File: src/hdl/swmq_pkg.sv
// shared constants, codes and types for the min-query stack
package swmq_pkg;

   localparam int DEPTH  = 64;
   localparam int CNT_W  = $clog2(DEPTH + 1);
   localparam int ADDR_W = (DEPTH > 2) ? $clog2(DEPTH) : 1;
   localparam int WORD_W = 32;
   localparam int OP_W   = 2;
   localparam int ST_W   = 2;

   typedef enum logic [OP_W-1:0] {
      OP_PUSH = 2'd0,
      OP_POP  = 2'd1,
      OP_PEEK = 2'd2,
      OP_MIN  = 2'd3
   } op_type;

   typedef enum logic [ST_W-1:0] {
      ST_OK    = 2'd0,
      ST_EMPTY = 2'd1,
      ST_FULL  = 2'd2
   } status_type;

   typedef struct packed {
      logic load;
      logic first;
   } cmp_ctl_type;

endpackage

File: src/hdl/swmq_ram.sv
// single write port, single registered read port entry memory
module swmq_ram #(
   parameter int DATA_W = 32,
   parameter int ADDR_W = 6
) (
   input  logic              clock,
   input  logic              wr_en,
   input  logic [ADDR_W-1:0] wr_addr,
   input  logic [DATA_W-1:0] wr_data,
   input  logic              rd_en,
   input  logic [ADDR_W-1:0] rd_addr,
   output logic [DATA_W-1:0] rd_data
);

   logic [DATA_W-1:0] mem_ff [2**ADDR_W];
   logic [DATA_W-1:0] rd_data_ff;

   always_ff @(posedge clock) begin
      if (wr_en) begin
         mem_ff[wr_addr] <= wr_data;
      end
      if (rd_en) begin
         rd_data_ff <= mem_ff[rd_addr];
      end
   end

   assign rd_data = rd_data_ff;

endmodule

File: src/hdl/swmq_min_unit.sv
// shared signed compare and select unit that tracks the running minimum
module swmq_min_unit (
   input  logic                                    clock,
   input  swmq_pkg::cmp_ctl_type                   ctl,
   input  logic signed [swmq_pkg::WORD_W-1:0]      data,
   output logic signed [swmq_pkg::WORD_W-1:0]      min_value
);

   logic signed [swmq_pkg::WORD_W-1:0] min_ff;
   logic signed [swmq_pkg::WORD_W-1:0] min_in;

   always_comb begin
      min_in = min_ff;
      if (ctl.load) begin
         if (ctl.first || (data < min_ff)) begin
            min_in = data;
         end
      end
   end

   always_ff @(posedge clock) begin
      min_ff <= min_in;
   end

   assign min_value = min_ff;

endmodule

File: src/hdl/stack_with_min_query_unit.sv
// top level: lifo stack with pop, peek and minimum query under a small sequencer
// push and any error go from S_IDLE straight to S_DONE; pop and peek read the top entry
// in S_SCAN, and a minimum query scans every entry in S_SCAN before it reaches S_DONE
// the minimum query cost is set by one memory read port feeding one compare unit
// one request at a time; a new one is taken while the last response waits
// synchronous active-high reset empties the stack; memory contents are not cleared
module stack_with_min_query_unit (
   input  logic        clock,
   input  logic        reset,
   input  logic        req_tvalid,
   output logic        req_tready,
   input  logic [31:0] req_tdata,   // [31:0] push_value
   input  logic [1:0]  req_tuser,   // [1:0] opcode
   output logic        rsp_tvalid,
   input  logic        rsp_tready,
   output logic [31:0] rsp_tdata,   // [31:0] result_value
   output logic [2:0]  rsp_tuser    // [1:0] status, [2] now_empty
);

   typedef enum logic [1:0] {
      S_IDLE,
      S_SCAN,
      S_DONE
   } state_type;

   state_type                           state_ff, state_in;
   logic [swmq_pkg::CNT_W-1:0]          count_ff, count_in;
   logic [swmq_pkg::CNT_W-1:0]          idx_ff, idx_in;
   logic [swmq_pkg::CNT_W-1:0]          end_ff, end_in;
   logic                                first_ff, first_in;
   swmq_pkg::status_type                status_ff, status_in;
   logic                                zero_ff, zero_in;
   logic                                rsp_valid_ff, rsp_valid_in;
   logic [swmq_pkg::WORD_W-1:0]         rsp_data_ff, rsp_data_in;
   logic [2:0]                          rsp_user_ff, rsp_user_in;

   logic                                req_accept;
   swmq_pkg::op_type                    op;
   logic                                is_full;
   logic                                stack_empty;
   logic [swmq_pkg::CNT_W-1:0]          count_m1;
   logic                                wr_en;
   logic                                rd_en;
   logic [swmq_pkg::ADDR_W-1:0]         rd_addr;
   logic [swmq_pkg::WORD_W-1:0]         rd_data;
   logic signed [swmq_pkg::WORD_W-1:0]  min_value;
   swmq_pkg::cmp_ctl_type               cmp_ctl;

   assign req_tready  = (state_ff == S_IDLE);
   assign req_accept  = req_tvalid && req_tready;
   assign op          = swmq_pkg::op_type'(req_tuser[1:0]);
   assign is_full     = (count_ff == swmq_pkg::CNT_W'(swmq_pkg::DEPTH));
   assign stack_empty = (count_ff == '0);
   assign count_m1    = count_ff - swmq_pkg::CNT_W'(1);

   // memory port control
   always_comb begin
      wr_en   = 1'b0;
      rd_en   = 1'b0;
      rd_addr = idx_ff[swmq_pkg::ADDR_W-1:0];
      if (state_ff == S_IDLE && req_accept) begin
         case (op) inside
            swmq_pkg::OP_PUSH: begin
               wr_en = !is_full;
            end
            swmq_pkg::OP_POP, swmq_pkg::OP_PEEK: begin
               rd_en   = !stack_empty;
               rd_addr = count_m1[swmq_pkg::ADDR_W-1:0];
            end
            default: begin
               rd_en   = !stack_empty;
               rd_addr = '0;
            end
         endcase
      end else if (state_ff == S_SCAN && idx_ff != end_ff) begin
         rd_en = 1'b1;
      end
   end

   swmq_ram #(
      .DATA_W (swmq_pkg::WORD_W),
      .ADDR_W (swmq_pkg::ADDR_W)
   ) u_ram (
      .clock   (clock),
      .wr_en   (wr_en),
      .wr_addr (count_ff[swmq_pkg::ADDR_W-1:0]),
      .wr_data (req_tdata),
      .rd_en   (rd_en),
      .rd_addr (rd_addr),
      .rd_data (rd_data)
   );

   assign cmp_ctl.load  = (state_ff == S_SCAN);
   assign cmp_ctl.first = first_ff;

   swmq_min_unit u_min (
      .clock     (clock),
      .ctl       (cmp_ctl),
      .data      ($signed(rd_data)),
      .min_value (min_value)
   );

   // sequencer
   always_comb begin
      state_in     = state_ff;
      count_in     = count_ff;
      idx_in       = idx_ff;
      end_in       = end_ff;
      first_in     = first_ff;
      status_in    = status_ff;
      zero_in      = zero_ff;
      rsp_valid_in = rsp_valid_ff && !rsp_tready;
      rsp_data_in  = rsp_data_ff;
      rsp_user_in  = rsp_user_ff;
      unique case (state_ff)
         S_IDLE: begin
            if (req_accept) begin
               status_in = swmq_pkg::ST_OK;
               zero_in   = 1'b1;
               first_in  = 1'b1;
               state_in  = S_DONE;
               case (op) inside
                  swmq_pkg::OP_PUSH: begin
                     if (is_full) begin
                        status_in = swmq_pkg::ST_FULL;
                     end else begin
                        count_in = count_ff + swmq_pkg::CNT_W'(1);
                     end
                  end
                  swmq_pkg::OP_POP, swmq_pkg::OP_PEEK: begin
                     if (stack_empty) begin
                        status_in = swmq_pkg::ST_EMPTY;
                     end else begin
                        zero_in  = 1'b0;
                        state_in = S_SCAN;
                        idx_in   = count_ff;
                        end_in   = count_ff;
                        if (op == swmq_pkg::OP_POP) begin
                           count_in = count_m1;
                        end
                     end
                  end
                  default: begin
                     if (stack_empty) begin
                        status_in = swmq_pkg::ST_EMPTY;
                     end else begin
                        zero_in  = 1'b0;
                        state_in = S_SCAN;
                        idx_in   = swmq_pkg::CNT_W'(1);
                        end_in   = count_ff;
                     end
                  end
               endcase
            end
         end
         S_SCAN: begin
            first_in = 1'b0;
            if (idx_ff != end_ff) begin
               idx_in = idx_ff + swmq_pkg::CNT_W'(1);
            end else begin
               state_in = S_DONE;
            end
         end
         S_DONE: begin
            if (!rsp_valid_ff || rsp_tready) begin
               rsp_valid_in = 1'b1;
               rsp_data_in  = zero_ff ? '0 : min_value;
               rsp_user_in  = {stack_empty, status_ff};
               state_in     = S_IDLE;
            end
         end
         default: begin
            state_in = S_IDLE;
         end
      endcase
   end

   always_ff @(posedge clock) begin
      if (reset) begin
         state_ff     <= S_IDLE;
         count_ff     <= '0;
         rsp_valid_ff <= 1'b0;
      end else begin
         state_ff     <= state_in;
         count_ff     <= count_in;
         rsp_valid_ff <= rsp_valid_in;
      end
      idx_ff      <= idx_in;
      end_ff      <= end_in;
      first_ff    <= first_in;
      status_ff   <= status_in;
      zero_ff     <= zero_in;
      rsp_data_ff <= rsp_data_in;
      rsp_user_ff <= rsp_user_in;
   end

   assign rsp_tvalid = rsp_valid_ff;
   assign rsp_tdata  = rsp_data_ff;
   assign rsp_tuser  = rsp_user_ff;

   a_count_bound: assert property (@(posedge clock) disable iff (reset)
      count_ff <= swmq_pkg::CNT_W'(swmq_pkg::DEPTH))
      else $error("entry count above depth");

   a_push_grows: assert property (@(posedge clock) disable iff (reset)
      (req_accept && op == swmq_pkg::OP_PUSH && !is_full)
      |=> count_ff == $past(count_ff) + swmq_pkg::CNT_W'(1))
      else $error("accepted push did not grow the stack");

   a_scan_bound: assert property (@(posedge clock) disable iff (reset)
      (state_ff == S_SCAN) |-> (idx_ff <= end_ff && end_ff <= count_ff + swmq_pkg::CNT_W'(1)))
      else $error("scan index past its end");

   a_empty_zero: assert property (@(posedge clock) disable iff (reset)
      (rsp_tvalid && rsp_tuser[1:0] != swmq_pkg::ST_OK) |-> rsp_tdata == '0)
      else $error("error response carries nonzero value");

endmodule

File: config.mk
export PLATFORM = sky130hd
export DESIGN_NAME = stack_with_min_query_unit
export DESIGN_NICKNAME = d
export VERILOG_FILES = /design/src/hdl/swmq_pkg.sv /design/src/hdl/swmq_ram.sv /design/src/hdl/swmq_min_unit.sv /design/src/hdl/stack_with_min_query_unit.sv
export SDC_FILE = /design/constraint.sdc
export NUM_CORES = 2
export LEC_CHECK = 0
export BUFFER_PORTS_ARGS = -buffer_cell sky130_fd_sc_hd__buf_2
export CORE_UTILIZATION = 33
export CTS_BUF_LIST = sky130_fd_sc_hd__clkbuf_2 sky130_fd_sc_hd__clkbuf_4 sky130_fd_sc_hd__clkbuf_8
export DETAILED_ROUTE_END_ITERATION = 7
export RECOVER_POWER = 50
export SLEW_MARGIN = 10
export SYNTH_ARGS = -nofsm -noshare
export SYNTH_HDL_FRONTEND = slang
export SYNTH_SLANG_ARGS = --single-unit
File: constraint.sdc
create_clock -name clock -period 11.25 [get_ports clock]
set_input_delay 1.6875 -clock clock [delete_from_list [all_inputs] [get_ports clock]]
set_output_delay 1.6875 -clock clock [all_outputs]
set_load 0.05 [all_outputs]
==> impl_results.md <==
- Critical path startpoint: req_tuser[0]
- WS Path Type: input pin to flip-flop
- Post-synth net total: around 5,200
- DP Wirelength: ~130 mm
- CTS tree: yes
- Fin util: 0.375
- First-pass GRT wire length: 356 mm
- Worst path slowest cell: a31oi_1
- Die height: 510 um
- Cts repair resizes: 0
- Post-synth EDFFs: 2,165
- Family with the most delay on the worst path: buffers and inverters
- Placed insts: 8,414
- Worst-path fanout max: roughly 130
- Critical path endpoint: u_ram.rd_data[5]$_DFFE_PP_
- Clock group share of total power: 0.328
- Final hold vios: 0
- Max VDD drop: 0.177 mV
- Drt drc: 0
- Area of the die: 260,000 um2
- Cells after synthesis: 5,165
- H-Tree Depth: 5
- Synth-to-Final Area Change: 13.1%
- GRT Total Usage: 0.192
- Setup crit start kind: input pin
- Final Cycle Share: 0.532
- Mapped Avg Cell Area: approximately 16 um2
- Fmax: 167 MHz
- Skew final: 0.0812 ns
- WP data required: 12.10 ns
- Number of I/O port buffers: 74
- Share of layout cells above drive strength 1: 0.182
- CTS Sinks: 2,175
- Hold-fix buffers, CTS: 0
- Vias: 50,000
- Flops & latches, synth: ~2,200
- Die width: 510 um
- CTS root buf: clkbuf_8
- Final worst path period need: 5.98 ns
- Endpoints failing setup: 0
- Worst skew pair latency: 1.05 ns
- Initial detailed-routing violation count: ~7,500
- Commonest non-fill, non-tap cell in the layout: edfxtp_1
- Int Power: 13.9 mW
- Primary FF master, synth: edfxtp_1
- Gr ovfl total: 0
- Setup TNS Final: 0 ns
- RR Startpoint: count_ff[1]$_SDFFE_PP0P_
- CTS Buffer Depth: 4
- Leakage power: 30.9 nW
- Post-CTS Setup Bufs: 0
- Cell Count, Final, Fillers Out: 9,010
- Min-Delay Startpoint: status_ff[0]$_SDFFCE_PP0P_
- Mapped Area: approximately 85,000 um2
- FF+latch area: roughly 65,000 um2
- CP bufs+invs: 5
- CP peak stage delay: 0.91 ns
- Switching Fraction: 0.302
- Via/cell ratio: 5.55
- Worst path depth: 14
- Clk slew on worst S/H paths: 0.06 ns
- Fin nets: 5,462
- Final slew viol count: 2,116
- Vias in the first global route: approximately 48,000
- Initial Util: 0.331
- Fill cells: between 20,000 and 25,000
- Worst-case reg-to-reg path depth: 11
- Antenna violations before repair: 27
- Yosys warnings: 0
- Flop pwr share: 0.467
- RSZ-0062 raised after global routing: false
- Reg2reg end: u_ram.rd_data[1]$_DFFE_PP_
- Logic pwr share: 0.205
- Std-Cell Rows: about 190
- Sequential area share after synthesis: 0.766
- Switching pwr: 6.00 mW
- Worst Tran Pin Value: 3.26 ns
- Worst relative slew slack: -1.17
- Outcome: finished with violations
- I/O Pins: 75
- Crit path arrival time: 6.83 ns
- Multi-input gate area: about 19,000 um2
- DR WL/cell: around 28 um
- Drt first pass iters: 5
- CP endpoint kind: flip-flop
- FFs w/ async S/R, synth: 0
- Placer Congestion: 0.822
- Max_cap viols: 33
- Largest net degree at the start of global routing: 176
- Yosys cell types: 71
- Core Region: 257,000 um2
- TritonCTS Buffers: about 360
- DRT antenna net count: 0
- Routed WL: ~250 mm
- Failing checks: capacitance limit, slew limit
- Tightest Hold Check Type: flip-flop to flip-flop
- Most frequent cells in the layout: edfxtp_1, nand2_1, nand3_1
- Reg2reg setup slack: approximately 5.5 ns
- Crit-path cells: clkbuf_1 > inv_1 > ha_1 > nor4b_4 > buf_4 > mux2i_4 > buf_12 > buf_4 > nand2_1 > and3_1 > a311oi_1 > a311oi_1 > a31oi_1 > o221a_2
- PwrDens: 207 nW/um2
- Power, Total: 19.9 mW
cells by family (layout without fill, tap and decap cells):
logic type / after synthesis / in the layout / synth area share
buf+inv: 370 / 823 / 0.0207
fa+ha+maj: 37 / 37 / 0.00544
xor+xnor: 17 / 17 / 0.00175
simple gates: 1721 / 1721 / 0.0889
mux: 252 / 252 / 0.0648
compound gates: 593 / 593 / 0.0519
flops: 2175 / 2175 / 0.766
other cells: 0 / 8 / 0
per-stage QoR:
stage          hold slack, ns  setup WS, ns  cell area [um2]
3_3_place_gp            0.413          4.40            89800
6_report                0.425          5.27            96200
2_1_floorplan           0.400          6.40            85100
5_1_grt                 0.432          5.06            96200
3_5_place_dp            0.415          4.39            89800
4_1_cts                 0.428          5.48            96300
Yosys cell counts, types with 7 or more instances:
master | number | area share
a31o_2 | 8 | 0.00082
buf_4 | 28 | 0.0025
edfxtp_1 | 2165 | 0.76
xnor2_1 | 8 | 0.00082
buf_6 | 11 | 0.0015
o21ai_0 | 24 | 0.0014
clkbuf_1 | 125 | 0.0055
or3_1 | 8 | 0.00059
a21oi_1 | 79 | 0.0046
dfxtp_1 | 10 | 0.0024
nor4_1 | 9 | 0.00066
buf_2 | 123 | 0.0072
inv_1 | 40 | 0.0018
nor2_1 | 124 | 0.0055
a21o_1 | 11 | 0.00097
mux4_2 | 239 | 0.063
o221a_2 | 13 | 0.0017
nand2b_1 | 7 | 0.00051
nand2_1 | 981 | 0.043
xor2_1 | 9 | 0.00093
buf_1 | 39 | 0.0017
nand4_1 | 22 | 0.0016
ha_1 | 37 | 0.0054
a211oi_1 | 71 | 0.0063
a22oi_1 | 117 | 0.010
nor2b_1 | 11 | 0.00081
nor3_1 | 14 | 0.00082
a311oi_1 | 134 | 0.014
a31oi_1 | 79 | 0.0058
nand3_1 | 382 | 0.022
mux2i_1 | 12 | 0.0014
and3_1 | 136 | 0.010
worst min path at each step:
stage,to,slack [ns],cells past startpoint
floorplan,rsp_tuser[0]$_DFFE_PP_,0.40,0
global placement,rsp_tuser[0]$_DFFE_PP_,0.41,0
detailed placement,rsp_tuser[0]$_DFFE_PP_,0.41,0
CTS,rsp_tuser[0]$_DFFE_PP_,0.43,0
global route,rsp_tuser[0]$_DFFE_PP_,0.43,0
finish,rsp_tuser[0]$_DFFE_PP_,0.43,0
layer usage:
metal  part of all wire  vias up  global-route usage  routed length, um
li1                   -    20700                   -                  -
met1               0.41    26100               0.276             105000
met2               0.45     2850               0.288             113000
met3               0.12      409              0.0487              29400
met4              0.024       18              0.0526               6030
met5            0.00045        -                   0                115
cell type report:
class | count | share of cell area
clock inverters | 112 | 0.00675
repair buffers | 195 | 0.0142
inverters | 40 | 0.00156
clock buffers | 476 | 0.0605
flip-flops and latches | 2175 | 0.678
multi-input cells | 2620 | 0.195
well taps | 3384 | 0.0440
diodes | 8 | 0.000208
flip-flops by register name (all words and copies together), names as in the netlist:
| register | cells |
|---|---|
| u_ram.mem_ff | 2048 |
| rsp_tdata | 32 |
| u_min.min_value | 32 |
| u_ram.rd_data | 32 |
| count_ff | 7 |
| end_ff | 7 |
| idx_ff | 7 |
| rsp_tuser | 3 |
| state_ff | 2 |
| status_ff | 2 |
| first_ff | 1 |
| rsp_tvalid | 1 |
| zero_ff | 1 |
power by group through the flow:
| stage | combinational (mW) | clock, mW | sequential [mW] |
|---|---|---|---|
| floorplan | 2.59 | 0 | 9.38 |
| global placement | 4.02 | 0 | 9.42 |
| detailed placement | 4.05 | 0 | 9.42 |
| CTS | 4.06 | 6.62 | 9.26 |
| global route | 4.34 | 6.95 | 9.28 |
| finish | 4.08 | 6.52 | 9.27 |
worst reg2reg max path, delay by kind of cell, from the launching register on:
kind | cells | cell delay [ns]
AO/OA/AOI/OAI | 4 | 1.88
buffers and inverters | 3 | 1.49
AND/OR/NAND/NOR | 2 | 0.88
flip-flops | 1 | 0.69
XOR/XNOR | 1 | 0.33
adder cells (fa/ha/maj) | 1 | 0.31
No activity file was read; power rests on OpenSTA's default activity.
